**src/hdl/jfe_pkg.sv**
```systemverilog
package jfe_pkg;

    // Transfer block length and the width of the fill counter
    localparam int BLOCK_BYTES = 512;
    localparam int FILL_W      = $clog2(BLOCK_BYTES);
    localparam int RUN_MAX     = 3;
    localparam int RUN_W       = $clog2(RUN_MAX + 1);

    // Marker bytes
    localparam logic [7:0] MARK_FF  = 8'hFF;
    localparam logic [7:0] MARK_SOI = 8'hD8;
    localparam logic [7:0] MARK_EOI = 8'hD9;

    typedef enum logic [1:0] {
        MODE_SEARCH = 2'd0,
        MODE_IMAGE  = 2'd1,
        MODE_AFTER  = 2'd2
    } t_mode;

    typedef struct packed {
        logic [7:0] data_byte;
        logic       final_byte;
    } t_in_beat;

    typedef struct packed {
        logic [7:0] out_byte;
        logic       block_end;
        logic       run_last;
    } t_out_beat;

    // Core status seen by the top level checks
    typedef struct packed {
        t_mode            mode;
        logic [RUN_W-1:0] left;
    } t_core_status;

endpackage

```
**src/hdl/jfe_core.sv**
```systemverilog
module jfe_core (
    input  logic                 i_clk,
    input  logic                 i_rst_n,
    input  logic                 i_in_valid,
    output logic                 o_in_stall,
    input  jfe_pkg::t_in_beat    i_in_beat,
    output logic                 o_head_valid,
    output jfe_pkg::t_out_beat   o_head,
    input  logic                 i_head_take,
    output jfe_pkg::t_core_status o_status
);
    import jfe_pkg::*;

    localparam logic [FILL_W-1:0] FILL_LAST = FILL_W'(BLOCK_BYTES - 1);

    t_mode             r_mode, n_mode;
    logic [7:0]        r_prev, n_prev;
    logic [FILL_W-1:0] r_fill, n_fill;
    logic [RUN_W-1:0]  r_left;
    t_out_beat         r_run [0:RUN_MAX-1];

    t_out_beat         gen [0:RUN_MAX-1];
    logic [RUN_W-1:0]  gen_n;
    logic              after_ff;
    logic              blk_end;
    logic              pop;
    logic              in_acc;

    // Handshake: a new byte loads when the run buffer is empty or empties this cycle
    assign pop        = (r_left != '0) && i_head_take;
    assign o_in_stall = !((r_left == '0) || ((r_left == RUN_W'(1)) && pop));
    assign in_acc     = i_in_valid && !o_in_stall;

    assign o_head_valid = (r_left != '0);
    assign o_head       = r_run[0];
    assign o_status     = '{mode: r_mode, left: r_left};

    assign after_ff = (r_prev == MARK_FF);
    assign blk_end  = i_in_beat.final_byte || (r_fill == FILL_LAST);

    // Per-byte decode: next state and the run of beats it causes
    always_comb begin
        n_mode = r_mode;
        n_prev = r_prev;
        n_fill = r_fill;
        gen_n  = '0;
        for (int k = 0; k < RUN_MAX; k++) begin
            gen[k] = '0;
        end
        unique case (r_mode)
            MODE_IMAGE: begin
                if (after_ff && i_in_beat.data_byte == MARK_EOI) begin
                    gen[0] = '{out_byte: i_in_beat.data_byte, block_end: 1'b1,
                               run_last: 1'b1};
                    gen_n  = RUN_W'(1);
                    n_fill = '0;
                    n_mode = MODE_AFTER;
                end else begin
                    gen[0] = '{out_byte: i_in_beat.data_byte, block_end: blk_end,
                               run_last: !i_in_beat.final_byte};
                    n_fill = blk_end ? '0 : r_fill + FILL_W'(1);
                    if (i_in_beat.final_byte) begin
                        gen[1] = '{out_byte: MARK_FF, block_end: 1'b0, run_last: 1'b0};
                        gen[2] = '{out_byte: MARK_EOI, block_end: 1'b1, run_last: 1'b1};
                        gen_n  = RUN_W'(3);
                    end else begin
                        gen_n  = RUN_W'(1);
                    end
                end
            end
            MODE_AFTER: begin
                gen[0] = '{out_byte: 8'h00, block_end: blk_end, run_last: 1'b1};
                gen_n  = RUN_W'(1);
                n_fill = blk_end ? '0 : r_fill + FILL_W'(1);
            end
            default: begin
                // searching; only FF D8 opens an image
                if (after_ff && i_in_beat.data_byte == MARK_SOI
                        && !i_in_beat.final_byte) begin
                    gen[0] = '{out_byte: MARK_FF, block_end: 1'b0, run_last: 1'b0};
                    gen[1] = '{out_byte: MARK_SOI, block_end: 1'b1, run_last: 1'b1};
                    gen_n  = RUN_W'(2);
                    n_mode = MODE_IMAGE;
                    n_fill = '0;
                end
            end
        endcase
        // end of capture returns to the reset state
        if (i_in_beat.final_byte) begin
            n_mode = MODE_SEARCH;
            n_prev = '0;
            n_fill = '0;
        end else begin
            n_prev = i_in_beat.data_byte;
        end
    end

    // Control state
    always_ff @(posedge i_clk) begin
        if (!i_rst_n) begin
            r_mode <= MODE_SEARCH;
            r_prev <= '0;
            r_fill <= '0;
            r_left <= '0;
        end else begin
            if (in_acc) begin
                r_mode <= n_mode;
                r_prev <= n_prev;
                r_fill <= n_fill;
                r_left <= gen_n;
            end else if (pop) begin
                r_left <= r_left - RUN_W'(1);
            end
        end
    end

    // Run buffer payload, drained from entry 0
    always_ff @(posedge i_clk) begin
        if (in_acc) begin
            for (int k = 0; k < RUN_MAX; k++) begin
                r_run[k] <= gen[k];
            end
        end else if (pop) begin
            for (int k = 0; k < RUN_MAX - 1; k++) begin
                r_run[k] <= r_run[k + 1];
            end
        end
    end

endmodule

```
**src/hdl/jfe_out.sv**
```systemverilog
module jfe_out (
    input  logic               i_clk,
    input  logic               i_rst_n,
    input  logic               i_head_valid,
    input  jfe_pkg::t_out_beat i_head,
    output logic               o_head_take,
    output logic               o_out_valid,
    input  logic               i_out_stall,
    output jfe_pkg::t_out_beat o_out_beat
);
    import jfe_pkg::*;

    logic      r_valid;
    t_out_beat r_beat;

    // Register takes a beat when empty or when its beat leaves
    assign o_head_take = !r_valid || !i_out_stall;
    assign o_out_valid = r_valid;
    assign o_out_beat  = r_beat;

    always_ff @(posedge i_clk) begin
        if (!i_rst_n) begin
            r_valid <= 1'b0;
        end else if (o_head_take) begin
            r_valid <= i_head_valid;
        end
    end

    always_ff @(posedge i_clk) begin
        if (o_head_take) begin
            r_beat <= i_head;
        end
    end

endmodule

```
**src/hdl/jpeg_frame_extractor.sv**
```systemverilog
// Channel   Valid        Stall        Beat
// input     i_in_valid   o_in_stall   i_in_beat  (data_byte, final_byte)
// output    o_out_valid  i_out_stall  o_out_beat (out_byte, block_end, run_last)
//
// One byte per cycle while the output does not stall and each byte yields zero
// or one beat. A byte yielding two (start marker) or three (stream end inside an
// image) beats holds the input while the three-entry run buffer drains one beat
// a cycle, unless the output stalls, into the registered output stage after it.
// Synchronous active-low reset empties both stages and restarts the search.
// A stalled output beat holds; bytes are still taken until a run is pending.
module jpeg_frame_extractor (
    input  logic               i_clk,
    input  logic               i_rst_n,
    input  logic               i_in_valid,
    output logic               o_in_stall,
    input  jfe_pkg::t_in_beat  i_in_beat,
    output logic               o_out_valid,
    input  logic               i_out_stall,
    output jfe_pkg::t_out_beat o_out_beat
);
    import jfe_pkg::*;

    logic         head_valid;
    t_out_beat    head;
    logic         head_take;
    t_core_status status;

    jfe_core u_core (
        .i_clk        (i_clk),
        .i_rst_n      (i_rst_n),
        .i_in_valid   (i_in_valid),
        .o_in_stall   (o_in_stall),
        .i_in_beat    (i_in_beat),
        .o_head_valid (head_valid),
        .o_head       (head),
        .i_head_take  (head_take),
        .o_status     (status)
    );

    jfe_out u_out (
        .i_clk        (i_clk),
        .i_rst_n      (i_rst_n),
        .i_head_valid (head_valid),
        .i_head       (head),
        .o_head_take  (head_take),
        .o_out_valid  (o_out_valid),
        .i_out_stall  (i_out_stall),
        .o_out_beat   (o_out_beat)
    );

    // A final byte always sends the extractor back to searching
    a_final_resets: assert property (@(posedge i_clk) disable iff (!i_rst_n)
        i_in_valid && !o_in_stall && i_in_beat.final_byte
        |=> status.mode == MODE_SEARCH)
        else $error("final byte did not restart the search");

    // Input only stalls while a run is pending
    a_stall_cause: assert property (@(posedge i_clk) disable iff (!i_rst_n)
        o_in_stall |-> status.left != '0)
        else $error("input stalled with an empty run buffer");

    // Reset leaves both stages empty
    a_reset_empty: assert property (@(posedge i_clk)
        !i_rst_n |=> !o_out_valid && status.left == '0)
        else $error("stages not empty after reset");

    // A beat marked last of its run cannot be followed by a pending tail
    a_run_last: assert property (@(posedge i_clk) disable iff (!i_rst_n)
        head_valid && head.run_last |-> status.left == RUN_W'(1))
        else $error("run_last beat with more beats behind it");

endmodule

```
**config.mk**
```make
export PLATFORM = sky130hd
export DESIGN_NAME = jpeg_frame_extractor
export DESIGN_NICKNAME = d
export VERILOG_FILES = /design/src/hdl/jfe_pkg.sv /design/src/hdl/jfe_core.sv /design/src/hdl/jfe_out.sv /design/src/hdl/jpeg_frame_extractor.sv
export SDC_FILE = /design/constraint.sdc
export NUM_CORES = 1
export LEC_CHECK = 0
export ABC_AREA = 0
export BUFFER_PORTS_ARGS = -buffer_cell sky130_fd_sc_hd__buf_2
export CELL_PAD_IN_SITES_DETAIL_PLACEMENT = 1
export CELL_PAD_IN_SITES_GLOBAL_PLACEMENT = 2
export CORE_MARGIN = 3
export CORE_UTILIZATION = 37
export DETAILED_ROUTE_END_ITERATION = 7
export PLACE_DENSITY = 0.74
export SLEW_MARGIN = 0
export SYNTH_ARGS = -nofsm -noshare
export SYNTH_HDL_FRONTEND = slang
export SYNTH_SLANG_ARGS = --single-unit
```
**constraint.sdc**
```tcl
create_clock -name i_clk -period 2.7 [get_ports i_clk]
set_input_delay 0.27 -clock i_clk [delete_from_list [all_inputs] [get_ports i_clk]]
set_output_delay 0.27 -clock i_clk [all_outputs]
set_load 0.05 [all_outputs]
```
## After elaboration in Yosys (flattened, before gate mapping)

Memory sizes are Yosys's and may differ from the RTL's. A register that Yosys moved wholly into a read port is not among the register bits.
Cells that the tools add are included.

- $add $sub $neg: 2
- Eq/ne operators: 9
- Muxes and demuxes: 30
- Bitwise logic cells: 2
- Reduce and logical (&&, ||, !) cells: 20

Operators with widths:

| operator | number |
|---|---|
| $mux 20 | 3 |
| $pmux 10 s2 | 2 |
| $mux 9 | 4 |
| $mux 10 | 3 |
| $eq 8x8->1 const B | 3 |
| $mux 2 | 9 |
| $pmux 9 s2 | 1 |
| $add 9x1->9 const B | 1 |
| $eq 9x9->1 const B | 1 |
| $mux 8 | 1 |
| $pmux 2 s2 | 2 |
| $logic_and 1x1->1 | 6 |
| $mux 1 | 5 |
| $eq 2x1->1 const B | 2 |
| $logic_not 1->1 | 4 |
| $reduce_and 4->1 | 1 |
| $reduce_bool 2->1 | 2 |
| $reduce_bool 4->1 | 1 |
| $logic_or 1x1->1 | 3 |
| $ne 3x2->1 const B | 1 |
| $reduce_bool 3->1 | 1 |
| $eq 2x2->1 const B | 1 |
| $logic_not 2->1 | 1 |
| $ne 2x2->1 const B | 1 |
| 3 further kinds | 4 |

- Register bits after elaboration: 22
- Memory bits (writable): 30
- Input bits: 13
- Memories kept: 1

Memories:

| memory | words | width | rd ports | clocked after memory_dff | wr ports | line | text |
|---|---|---|---|---|---|---|---|
| u_core.r_run | 3 | 10 | 3 | 1 | 3 | jfe_core.sv:20 | `t_out_beat r_run [0:RUN_MAX-1];` |

## Depth between registers and ports, before layout

Gate-level depths: netlist of run 1.

- Word-level depth: 9
- Mapped depth: 8
- Gate-level depth less buffers: 8

## Modules after synthesis

Synthesis of run 1 repeated with hierarchy kept, for this count alone.

- Cells, all modules: 219
- Area, all modules: 2283.4 µm²

By module, submodules not included:

| module | times used | cells an instance | area an instance (µm²) | sequential area each (µm²) |
|---|---|---|---|---|
| jfe_core | 1 | 205 | 1948.1 | 870.8 |
| jfe_out | 1 | 14 | 335.3 | 320.3 |

## Least setup slack after synthesis of run 1

OpenSTA, ideal clock, no wires.

- Kind: flip-flop to flip-flop
- Start point: register u_out.r_valid (netlist: u_out.o_out_valid)
- End point: memory u_core.r_run[0][0] in the netlist's numbering (enable)
- Data arrival time: 1.859 ns
- Required time: 2.414 ns
- Path slack: 0.555 ns
- Cell stages (with the launch flop): 6
- Path buffers: 1
- Cell sequence: dfxtp_1 a21boi_2 o21ai_1 inv_1 clkbuf_1 or2_2

RTL lines:

| what | line | text |
|---|---|---|
| start: declaration | jfe_out.sv:13 | `logic r_valid;` |
| start signal: assignment | jfe_out.sv:25 | `r_valid <= i_head_valid;` |
| end: declaration | jfe_core.sv:20 |  |

## Worst setup path after layout of run 1

- Start point: register u_core.r_fill[0]
- End point: register u_core.r_fill[7]

- Word-level cells in the longest chain between the ends: 6
- Elaborated cells between the ends (all ways): 7
- Classes of those cells: add/sub (1); eq/ne (1); mux (4); reduce/logical (1)

Ends and longest elaborated chain:

| what | line | text |
|---|---|---|
| start: declaration | jfe_core.sv:18 | `logic [FILL_W-1:0] r_fill, n_fill;` |
| start signal: assignment | jfe_core.sv:109 | `r_fill <= n_fill;` |
| branches (longest 2 deep; another with $add 9x1->9) | n/a |  |
| $mux 9 (*) | jfe_core.sv:61, jfe_core.sv:74 |  |
| $mux 9 | jfe_core.sv:52 | `if (after_ff && i_in_beat.data_byte == MARK_EOI) begin` |
| $pmux 9 s2 (*) | jfe_core.sv:50 | `unique case (r_mode)` |
| $mux 9 (*) | jfe_core.sv:89 | `if (i_in_beat.final_byte) begin` |

Every way passes the cells marked *.
A chain may end at the register's enable or synchronous reset.

==> reports/qor.yml, run 1 <==
outcome:
  status: "completed"
power_and_ir_drop:
  p_per_area_nw_per_um2: 901
  seqPwrFrac_pct: 48.0
  p_int_mw: 1.38
  p_clk_share_pct: 18.5
  swShare_pct: 38.1
  switchingPower_mw: 0.849
  leakage_nw: 1.00
  combPwrFrac_pct: 33.5
  peakVddDrop_mv: 0.477
worst_setup_path:
  r2r_setup_slack_ns: 0.51
  crit_type: "flip-flop to flip-flop"
  cp-startpoint: "u_core.r_fill[0]"
  critPathMaxFanout: 7
  cp-endpoint: "u_core.r_fill[7]"
  arrival_ns: 2.42
  r2r-start: "u_core.r_fill[0]"
  cp.required_ns: 2.93
  setup.worst_path.start_class: "flip-flop"
  cp-end-kind: "flip-flop"
  r2r_cells: 8
  r2r_end: "u_core.r_fill[7]"
clocking:
  cts_made_buffers: 5
  cts_tree: "done"
  clk_path_buf_depth: 2
  holdBufCountCts: 0
  cts_root_buf: "clkbuf_8"
  htreeDepth: 2
  cts_setup_buffers: 0
  clock-sinks: 47
  cts_resized: 0
  clkLatencyLatePin_ns: 0.29
  clkSlewWorstSetupHoldPaths_ns: 0.09
synth:
  syn_area_per_cell_um2: 10.9
  netlist_instances: 198
  synth_warnings: 0
  synthSimpleGateAreaFrac_pct: 20.6
  ys_async_sr_fraction_pct: 0
  synth_compound_area_share_pct: 17.2
  synth_edf_count: 25
  synth_fa_ha_area_share_pct: 3.47
  synthesis.area_um2: 2160
  synth_xor_area_share_pct: 0.405
  synth_top_family_by_area: "simple AND/OR/NAND/NOR gates"
  synth_flop_cell: "edfxtp_1"
  yosysSeqAreaShare_pct: 55.1
  muxShareOfSynthArea_pct: 1.04
  synth_cell_types: 49
  syn-num-nets: 217
  ys_ff_latch: 47
global_route:
  grt_pass1_vias: 1681
  grt_use_total_pct: 16.2
  antenna_found_initial: 0
  overflow: 0
  grt_max_degree: 18
  grt_pass1_wl_mm: 8.34
finish:
  ff_latch_area_um2: 1190
  drive_gt1_share_pct: 20.5
  layout-area-overhead-vs-synth_pct: 14.2
  multi_input_comb_area_um2: 925
  fin_util_pct: 44.3
  n_fill_cell: 635
  antenna_cells: 0
  fin_nets: 247
die:
  core_area_um2: 5570
  die_y_um: 82.5
  initial_core_util_pct: 38.8
  rows: 27
  die_w_um: 82.5
  ios: 25
  die-area_um2: 6800
timing:
  rsz0062_at_grt: "no"
  clock_skew_ns: 0.00482
  maxSlewViolCount: 0
  fmax_ghz: 0.457
  maxSlewHeadroom_pct: 47.5
  fin_crit_sh_pct: 81.0
  setup_viol: 0
  setup_slack_ns: 0.512
  finalSetupTns_ns: 0
  hold_viol_final: 0
  layout_min_cycle_time_ns: 2.19
  tightest_slew_ns: 0.786
route:
  wl_per_cell_um: 16.2
  drc: 0
  detail-route-antenna-nets: 0
  vias: 1624
  drt_iter0_drc: 86
  viasPerCell: 5.40
  dr.pass1.iters: 4
  drt-total-wl_mm: 4.89
job:
  max_cap_viol_count: 0
min_path:
  holdPathStages: 3
  worstHoldPathType: "input pin to flip-flop"
place:
  place.gp.congestion: 0.844
  io_buffer_count: 24
  pre_cts_slack_ns: 0.549
  dp_hpwl_mm: 3.71
## metrics by stage
step	total power [mW]	cells	area, µm²	hold WS (ns)
after global placement	1.82	293	2380	0.401
after CTS	2.27	301	2470	0.269
after floorplan	1.63	198	2160	0.400
after detailed placement	1.85	293	2380	0.407
after global routing	2.37	301	2470	0.268
final	2.23	301	2470	0.269
## final cells by class
type,instances,share of cell area (%)
well taps,72,3.65
flip-flops and latches,47,48.2
clock buffers,5,2.78
repair buffers,28,6.08
inverters,7,1.06
clock inverters,3,0.810
multi-input cells,139,37.4
## state kept, by name, indices dropped and copies added, names as in the netlist
register / count
u_core.r_run: 15
u_out.o_out_valid: 1
u_core.r_left: 2
u_out.o_out_beat: 10
u_core.r_mode: 2
u_core.r_fill: 9
u_core.r_prev: 8
## metal layers
layer,track usage (%),part of all wire (%),up-vias
li1,-,-,799
met1,21.7,46,799
met2,27.1,50,24
met3,2.60,3.0,2
met4,3.99,0.49,0
met5,0,0,-
## power by group through the flow
stage          Combinational, mW  Clock [mW]  Sequential (mW)
3_3_place_gp               0.736           0             1.08
6_report                   0.745       0.412             1.07
3_5_place_dp               0.755           0             1.09
2_1_floorplan              0.271           0             1.36
5_1_grt                    0.810       0.460             1.10
4_1_cts                    0.756       0.435             1.07
## worst max-delay path, stage by stage (launching register included)
cell,delay (ns)
dfxtp_1,0.34
ha_1,0.24
nand3_1,0.09
nor2_1,0.05
ha_1,0.23
nor4_4,0.33
o311ai_2,0.25
or4_1,0.51
nand3_1,0.09
## synthesized netlist by cell type, drive strengths merged, types with 2 or more instances
library cell | n | area (µm²)
o21ai | 10 | 50.0
a22o | 2 | 17.5
mux2 | 2 | 22.5
o21bai | 2 | 15.0
a21oi | 3 | 15.0
o31ai | 4 | 35.0
nor3b | 4 | 30.0
nand4 | 4 | 31.3
inv | 6 | 22.5
a21boi | 10 | 78.8
nand2 | 25 | 93.8
and3 | 3 | 18.8
or4 | 2 | 15.0
edfxtp | 25 | 751
or2 | 3 | 18.8
nor2b | 2 | 12.5
nor2 | 9 | 36.3
a21o | 9 | 67.6
a211oi | 2 | 15.0
and4 | 2 | 17.5
nand3 | 18 | 90.1
dfxtp | 22 | 440
clkbuf | 4 | 16.3
ha | 6 | 75.1
## cell families (layout without fill, tap and decap cells)
logic type / after synthesis / in the layout
compound gates: 50 / 50
buf+inv: 12 / 43
xor+xnor: 1 / 1
flops: 47 / 47
fa+ha+maj: 6 / 6
mux: 2 / 2
simple gates: 80 / 80
## how the worst min path moves through the flow
stage | to | slack, ns | startpoint
3_3_place_gp | u_out.o_out_beat[5] | 0.40 | u_core.r_run[0][5]
4_1_cts | u_core.r_prev[6] | 0.27 | i_in_beat[7]
2_1_floorplan | u_out.o_out_beat[0] | 0.40 | u_core.r_run[0][0]
6_report | u_core.r_prev[6] | 0.27 | i_in_beat[7]
5_1_grt | u_core.r_prev[6] | 0.27 | i_in_beat[7]
3_5_place_dp | u_out.o_out_beat[3] | 0.41 | u_core.r_run[0][3]
## placed cells by master (no fill, tap or decap), types with 2 or more instances in the layout
cell type	count
a21boi_0	9
o31ai_1	3
nor2b_1	2
a22o_1	2
nor3b_1	4
dfxtp_1	22
edfxtp_1	25
nand4_1	3
clkinv_1	2
buf_4	4
and4_1	2
nand2_1	25
a211oi_1	2
nand3_1	18
mux2_2	2
or2_2	3
and3_1	3
nor2_1	8
o21ai_1	3
a21oi_1	3
clkbuf_8	5
a21o_1	9
inv_1	6
buf_2	24
or4_1	2
o21bai_1	2
o21ai_0	7
ha_1	6
No activity file was read; power rests on OpenSTA's default activity.
==> inputs of run 2 (changes only) <==
--- a/config.mk
+++ b/config.mk
@@ -5,14 +5,14 @@
 export SDC_FILE = /design/constraint.sdc
 export NUM_CORES = 1
 export LEC_CHECK = 0
-export ABC_AREA = 0
+export ABC_AREA = 1
 export BUFFER_PORTS_ARGS = -buffer_cell sky130_fd_sc_hd__buf_2
 export CELL_PAD_IN_SITES_DETAIL_PLACEMENT = 1
 export CELL_PAD_IN_SITES_GLOBAL_PLACEMENT = 2
 export CORE_MARGIN = 3
-export CORE_UTILIZATION = 37
+export CORE_UTILIZATION = 35
 export DETAILED_ROUTE_END_ITERATION = 7
-export PLACE_DENSITY = 0.74
+export PLACE_DENSITY = 0.76
 export SLEW_MARGIN = 0
 export SYNTH_ARGS = -nofsm -noshare
 export SYNTH_HDL_FRONTEND = slang
==> constraint.sdc (replaced) <==
create_clock -name i_clk -period 2.1 [get_ports i_clk]
set_input_delay 0.21 -clock i_clk [delete_from_list [all_inputs] [get_ports i_clk]]
set_output_delay 0.21 -clock i_clk [all_outputs]
set_load 0.05 [all_outputs]
==> run 2 against run 1 <==
Non-clock buffer count is 1 lower. Register-to-register slack worse by 0.32 ns. Final area up 4.1%. Via count rose by 7.8%. Die area increased by 9.2%. Combinational power grew 58%. Clock skew up 0.0046 ns. Critical path depth rose by 1. Sequential power up 36%. Sequential share of layout area down 1.9 points. Hold slack got worse by 0.064 ns. Critical endpoint is now u_core.r_run[0][5].
==> reports/qor.yml, run 2 <==
timing:
  hold_viol_final: 0  # unchanged
  tightest_slew_ns: 0.570  # -0.215 ns
  fin_crit_sh_pct: 90.8  # +9.7 points
  maxSlewHeadroom_pct: 61.9  # +14 points
  layout_min_cycle_time_ns: 1.91  # -0.282 ns
  clock_skew_ns: 0.00943  # +0.00461 ns
  maxSlewViolCount: 0  # unchanged
  setup_slack_ns: 0.194  # -0.318 ns
  fmax_ghz: 0.525  # +15%
  rsz0062_at_grt: "no"
  setup_viol: 0  # unchanged
  finalSetupTns_ns: 0  # unchanged
power_and_ir_drop:
  p_per_area_nw_per_um2: 1290  # +43%
  p_total_mw: 3.31  # +49%
  leakage_nw: 1.14  # +14%
  peakVddDrop_mv: 0.821  # +72%
global_route:
  grt_max_degree: 18  # unchanged
  grt_pass1_vias: 1876  # +12%
  grt_use_total_pct: 16.1  # -0.10 points
  antenna_found_initial: 0  # unchanged
  overflow: 0  # unchanged
  grt_pass1_wl_mm: 9.32  # +12%
clocking:
  cts_tree: "done"
  cts_setup_buffers: 0  # unchanged
  clk_path_buf_depth: 2  # unchanged
  clock-sinks: 47  # unchanged
  htreeDepth: 2  # unchanged
  clkSlewWorstSetupHoldPaths_ns: 0.10  # about the same
  clkLatencyLatePin_ns: 0.31  # +0.02 ns
  cts_root_buf: "clkbuf_8"
  cts_made_buffers: 5  # unchanged
worst_setup_path:
  r2r_cells: 9  # +1
  cp-end-kind: "flip-flop"
  arrival_ns: 1.96  # -0.46 ns
  cp.required_ns: 2.16  # -0.77 ns
  setup.worst_path.start_class: "flip-flop"
  r2r_setup_slack_ns: 0.19  # -0.32 ns
  r2r-start: "u_core.r_left[0]"
  critPathMaxFanout: 7  # unchanged
  cp-startpoint: "u_core.r_left[0]"
  crit_type: "flip-flop to flip-flop"
  r2r_end: "u_core.r_run[0][5]"
synth:
  synth_most_common_cell: "nand2_1"
  synthTopCellsByArea: "edfxtp_1 33%, dfxtp_1 20%, nand2_1 9.8%"
  yosysSeqAreaShare_pct: 52.9  # -2.1 points
  ys_async_sr_fraction_pct: 0  # unchanged
  synth_edf_count: 25  # unchanged
  synth_cell_types: 31  # -37%
  synthesis.area_um2: 2250  # +4.0%
  synth_top_area_share_pct: 33.4  # -1.3 points
  synth_warnings: 0  # unchanged
  syn_area_per_cell_um2: 8.49  # -22%
  syn-num-nets: 284  # +31%
  synth_common_cells: "59 x nand2_1, 36 x inv_1, 31 x nor2_1"
  synth_flop_cell: "edfxtp_1"
  yosysTopAreaCell: "edfxtp_1"
  ys_ff_latch: 47  # unchanged
  netlist_instances: 265  # +34%
route:
  vias: 1750  # +7.8%
  dr.pass1.iters: 4  # unchanged
  drt-total-wl_mm: 5.39  # +10%
  viasPerCell: 4.72  # -13%
  detail-route-antenna-nets: 0  # unchanged
  drc: 0  # unchanged
  wl_per_cell_um: 14.5  # -11%
  drt_iter0_drc: 46  # -47%
finish:
  final_common_cell: "nand2_1"
  fin_nets: 314  # +27%
  layout-area-overhead-vs-synth_pct: 14.3  # about the same
  fin_util_pct: 42.4  # -1.9 points
  antenna_cells: 0  # unchanged
  n_fill_cell: 752  # +18%
  layoutNonFillerInstCount: 371  # +23%
  largest-register: "u_core.r_run"
  drive_gt1_share_pct: 19.3  # -1.3 points
  layout_common_cells: "59 x nand2_1, 36 x inv_1, 31 x nor2_1"
  largest_register_ffs: 15  # unchanged
outcome:
  status: "completed"
die:
  die_w_um: 86.2  # +4.5%
  ios: 25  # unchanged
  die-area_um2: 7430  # +9.2%
  die_y_um: 86.2  # +4.5%
  initial_core_util_pct: 37.1  # -1.7 points
  rows: 28  # +3.7%
  core_area_um2: 6060  # +8.7%
min_path:
  worstHoldPathType: "input pin to flip-flop"
  min_to: "u_core.r_run[0][8]"
  holdPathStages: 3  # unchanged
  min_from: "i_in_beat[7]"
place:
  dp_hpwl_mm: 4.12  # +11%
  dp_cells: 363  # +24%
  pre_cts_slack_ns: 0.128  # -0.421 ns
  place.gp.congestion: 0.771  # -8.6%
  io_buffer_count: 24  # unchanged
job:
  max_cap_viol_count: 0  # unchanged
[run 2: changes by cell type in the layout (fill, tap and decap cells not counted), sizes merged, moves of 4 or more]
| cell | delta |
|---|---|
| nand2 | +42 |
| inv | +37 |
| nor2 | +27 |
| a21oi | +13 |
| a21boi | -10 |
| a21o | -8 |
| nand3 | +4 |
| nor3b | -4 |
| o31ai | -4 |
[run 2: cell type report]
| class | count | area [µm²] | area share (%) |
|---|---|---|---|
| Sequential cell | 47 | 1190 | 46.3 |
| Timing Repair Buffer | 27 | 143 | 5.55 |
| Inverter | 42 | 165 | 6.42 |
| Multi-Input combinational cell | 172 | 867 | 33.7 |
| Tap cell | 75 | 93.8 | 3.65 |
| Clock buffer | 5 | 68.8 | 2.68 |
| Clock inverter | 3 | 42.5 | 1.65 |
[run 2: report_power, final]
group / internal, mW / total, mW / leakage, nW / switching, mW
logic: 0.278 / 1.18 / 0.642 / 0.905
clock network: 0.355 / 0.682 / 0.0562 / 0.326
registers: 1.35 / 1.45 / 0.446 / 0.0999
total: 1.98 / 3.31 / 1.14 / 1.33
[run 2: repair_timing]
action                                  4_1_cts  5_1_grt
resized for setup                             0        1
hold buffers                                  0        0
endpoints found under the setup margin        0        1
[run 2: critical path, cell delays in order (launching register included)]
cell and delay (ns):
dfxtp_1 0.40, inv_1 0.06, ha_1 0.23, a21o_1 0.19, nand2_2 0.14, nand2_4 0.09
inv_4 0.11, nor2_1 0.10, a21oi_2 0.23, o21ai_1 0.11
[run 2: cell families after synthesis]
logic type,share of synthesized area (%)
flops,52.9
compound gates,7.79
xor+xnor,0.389
buf+inv,8.68
simple gates,26.9
fa+ha+maj,3.34
[run 2: how the worst max path moves through the flow]
stage / cells after the start / slack [ns] / to
after global routing: 11 / 0.02 / u_core.r_fill[7]
after floorplan: 7 / 0.04 / u_core.r_run[0][0]
final: 9 / 0.19 / u_core.r_run[0][5]
after CTS: 9 / 0.12 / u_core.r_run[0][7]
after detailed placement: 9 / 0.13 / u_core.r_run[0][7]
after global placement: 9 / 0.14 / u_core.r_run[0][7]
[run 2: per-stage QoR]
step	hold slack, ns	cell area (µm²)
2_1_floorplan	0.339	2250
3_3_place_gp	0.400	2460
3_5_place_dp	0.407	2460
4_1_cts	0.198	2570
5_1_grt	0.209	2570
6_report	0.205	2570
[run 2: routing by layer]
metal | part of all wire, % | wire [µm] | GRT usage (%)
met1 | 49 | 2660 | 21.7
met2 | 46 | 2490 | 26.1
met3 | 3.4 | 181 | 3.23
met4 | 1.2 | 67 | 4.96
met5 | 0 | 0 | 0
==> inputs of run 3 (changes only) <==
--- a/config.mk
+++ b/config.mk
@@ -7,6 +7,7 @@
 export LEC_CHECK = 0
 export ABC_AREA = 1
 export BUFFER_PORTS_ARGS = -buffer_cell sky130_fd_sc_hd__buf_2
+export CAP_MARGIN = 5
 export CELL_PAD_IN_SITES_DETAIL_PLACEMENT = 1
 export CELL_PAD_IN_SITES_GLOBAL_PLACEMENT = 2
 export CORE_MARGIN = 3
@@ -16,4 +17,5 @@
 export SLEW_MARGIN = 0
 export SYNTH_ARGS = -nofsm -noshare
 export SYNTH_HDL_FRONTEND = slang
+export SYNTH_HIERARCHICAL = 1
 export SYNTH_SLANG_ARGS = --single-unit
==> run 3 against run 2 <==
Power up 8.4%. Non-clock buffer count up 3. Die area up 7.3%. Register-to-register slack better by 0.05 ns. Sequential power up 3%. Synthesized cell count up 11%. Critical path depth up 5. Flip-flop and latch count unchanged. Critical endpoint is now u_core/r_fill[4]. Largest power group is now combinational cells.
==> reports/qor.yml, run 3 <==
outcome:
  status: "completed"
place:
  dp_cells: 384  # +5.8%
  dp_hpwl_mm: 4.06  # -1.6%
  io_buffer_count: 24  # unchanged
  place.gp.congestion: 0.769  # -0.36%
timing:
  fmax_ghz: 0.538  # +2.5%
  setup_viol: 0  # unchanged
  fin_crit_sh_pct: 88.5  # -2.2 points
  layout_min_cycle_time_ns: 1.86  # -0.0467 ns
  maxSlewHeadroom_pct: 74.1  # +12 points
  clock_skew_ns: 0.00953  # +0.0000962 ns
  maxSlewViolCount: 0  # unchanged
  hold_viol_final: 0  # unchanged
  tightest_slew_ns: 0.388  # -0.183 ns
synth:
  synth_common_cells: "79 x nand2_1, 43 x inv_1, 25 x edfxtp_1"
  synth_flop_cell: "edfxtp_1"
  synth_warnings: 6  # +6
  synth_top_area_share_pct: 30.9  # -2.4 points
  syn_area_per_cell_um2: 8.22  # -3.1%
  syn-num-nets: 314  # +11%
  ys_async_sr_fraction_pct: 0  # unchanged
  yosysSeqAreaShare_pct: 49.1  # -3.9 points
  ys_ff_latch: 47  # unchanged
  synth_edf_count: 25  # unchanged
  synthTopCellsByArea: "edfxtp_1 31%, dfxtp_1 18%, nand2_1 12%"
  synth_cell_types: 29  # -6.5%
  synth_most_common_cell: "nand2_1"
  yosysTopAreaCell: "edfxtp_1"
  netlist_instances: 295  # +11%
  synthesis.area_um2: 2430  # +7.8%
worst_setup_path:
  cp_common_cell: "nand2_1"
  path_cells: "ha_1 -> nand2_1 -> nor2_2 -> nand2_1 -> nor2_2 -> nand2_1 -> nor2_1 -> ha_2 -> nor3_4 -> buf_4 -> nand3_1 -> nand2_1 -> inv_1 -> nor2_1"
  cp-end-kind: "flip-flop"
  cp.required_ns: 2.34  # +0.18 ns
  crit_type: "flip-flop to flip-flop"
  setup.worst_path.start_class: "flip-flop"
  critPathMaxFanout: 4  # -3
  path_delay_family: "simple AND/OR/NAND/NOR gates"
  path_buf_inv: 2  # unchanged
  arrival_ns: 2.10  # +0.14 ns
  slowest_delay_ns: 0.34  # -0.06 ns
  crit_slowest_cell: "dfxtp_2"
die:
  core_area_um2: 6530  # +7.8%
  ios: 25  # unchanged
  rows: 29  # +3.6%
  initial_core_util_pct: 37.1  # about the same
  die_w_um: 89.3  # +3.6%
  die-area_um2: 7970  # +7.3%
  die_y_um: 89.3  # +3.6%
finish:
  fin_nets: 335  # +6.7%
  multi_input_comb_area_um2: 958  # +11%
  layout_common_cells: "79 x nand2_1, 43 x inv_1, 25 x edfxtp_1"
  drive_gt1_share_pct: 20.2  # +0.93 points
  layoutNonFillerInstCount: 394  # +6.2%
  final_common_cell: "nand2_1"
  layout-area-overhead-vs-synth_pct: 10.4
  ff_latch_area_um2: 1190  # +0.21%
  largest-register: "u_core/r_run"
  antenna_cells: 0  # unchanged
  n_fill_cell: 820  # +9.0%
  largest_register_ffs: 15  # unchanged
  fin_util_pct: 41.0  # -1.4 points
clocking:
  clk_path_buf_depth: 2  # unchanged
  cts_root_buf: "clkbuf_8"
  holdBufCountCts: 0  # unchanged
  clock-sinks: 47  # unchanged
  htreeDepth: 2  # unchanged
  clkLatencyLatePin_ns: 0.31  # about the same
  clkSlewWorstSetupHoldPaths_ns: 0.10  # about the same
  cts_made_buffers: 5  # unchanged
  cts_tree: "done"
power_and_ir_drop:
  p_per_area_nw_per_um2: 1340  # +4.1%
  leakage_nw: 1.23  # +7.4%
  p_total_mw: 3.59  # +8.4%
  peakVddDrop_mv: 0.358  # -56%
route:
  drc: 0  # unchanged
  wl_per_cell_um: 13.6  # -6.2%
  drt-total-wl_mm: 5.38  # -0.33%
  viasPerCell: 4.73  # +0.30%
  detail-route-antenna-nets: 0  # unchanged
  vias: 1864  # +6.5%
  drt_iter0_drc: 70  # +52%
  dr.pass1.iters: 4  # unchanged
global_route:
  grt_pass1_wl_mm: 9.45  # +1.4%
  antenna_found_initial: 0  # unchanged
  grt_max_degree: 19  # +1
  grt_pass1_vias: 1955  # +4.2%
  grt_use_total_pct: 15.6  # -0.43 points
  overflow: 0  # unchanged
job:
  max_cap_viol_count: 0  # unchanged
min_path:
  worstHoldPathType: "input pin to flip-flop"
-- run 3: changes by cell type after synthesis, moves of 3 or more --
cell and delta:
nor2_1 -9, inv_4 -3, inv_1 +7, buf_4 +9, nand2_1 +20, o21ai_0 +5
-- run 3: timing repair --
item / in CTS / in global routing
pin swaps: 1 / 1
resized for setup: 0 / 6
setup buffers: 0 / 2
setup endpoints to repair: 1 / 8
-- run 3: final timing paths --
kind / startpoint / end / slack [ns] / cells past startpoint
worst max register to register: u_core/r_fill[0] / u_core/r_fill[4] / 0.24 / 14
worst max-delay path: u_core/r_fill[0] / u_core/r_fill[4] / 0.24 / 14
worst min register to register: u_core/r_run[0][0] / u_out/o_out_beat[0] / 0.43 / 0
worst min-delay path: i_in_beat[5] / u_core/r_prev[4] / 0.18 / 3
-- run 3: per-stage QoR --
step / hold slack (ns) / worst slack (ns) / cell area [µm²] / TNS [ns]
finish: 0.185 / 0.241 / 2680 / 0
global route: 0.178 / -0.0116 / 2680 / -0.0116
detailed placement: 0.406 / 0.0437 / 2550 / 0
global placement: 0.402 / 0.124 / 2550 / 0
CTS: 0.172 / 0.0367 / 2650 / 0
floorplan: 0.332 / 0.0836 / 2430 / 0
-- run 3: worst register-to-register path, delay by kind of cell (launching register included) --
| kind | cells | cell delay (ns) |
|---|---|---|
| adders and majority gates | 2 | 0.39 |
| buffers and inverters | 2 | 0.21 |
| DFF | 1 | 0.34 |
| and+or+nand+nor | 10 | 0.85 |
-- run 3: final cells by class --
cell class	count	area share, %
Timing Repair Buffer	30	6.17
Clock buffer	5	2.57
Sequential cell	47	44.6
Inverter	45	6.31
Tap cell	77	3.60
Clock inverter	3	1.03
Multi-Input combinational cell	187	35.8
-- run 3: metal layers --
metal / wire length [µm] / track usage (%) / share of wire (%)
met3: 117 / 3.13 / 2.2
met2: 2410 / 24.2 / 45
met4: 80 / 6.09 / 1.5
met5: 0 / 0 / 0
met1: 2770 / 21.5 / 51
-- run 3: kinds of logic (layout without fill, tap and decap cells) --
| family | after synthesis | in the layout | synth area share (%) |
|---|---|---|---|
| AO/OA/AOI/OAI | 36 | 36 | 8.56 |
| adder cells (fa/ha/maj) | 6 | 6 | 3.09 |
| buffers and inverters | 61 | 83 | 11.8 |
| flip-flops | 47 | 47 | 49.1 |
| AND/OR/NAND/NOR | 145 | 145 | 27.4 |
-- run 3: power breakdown --
group          total [mW]  internal [mW]  switching [mW]
clock               0.592          0.247           0.345
sequential           1.49           1.38           0.105
combinational        1.51          0.388            1.12
total                3.59           2.02            1.57
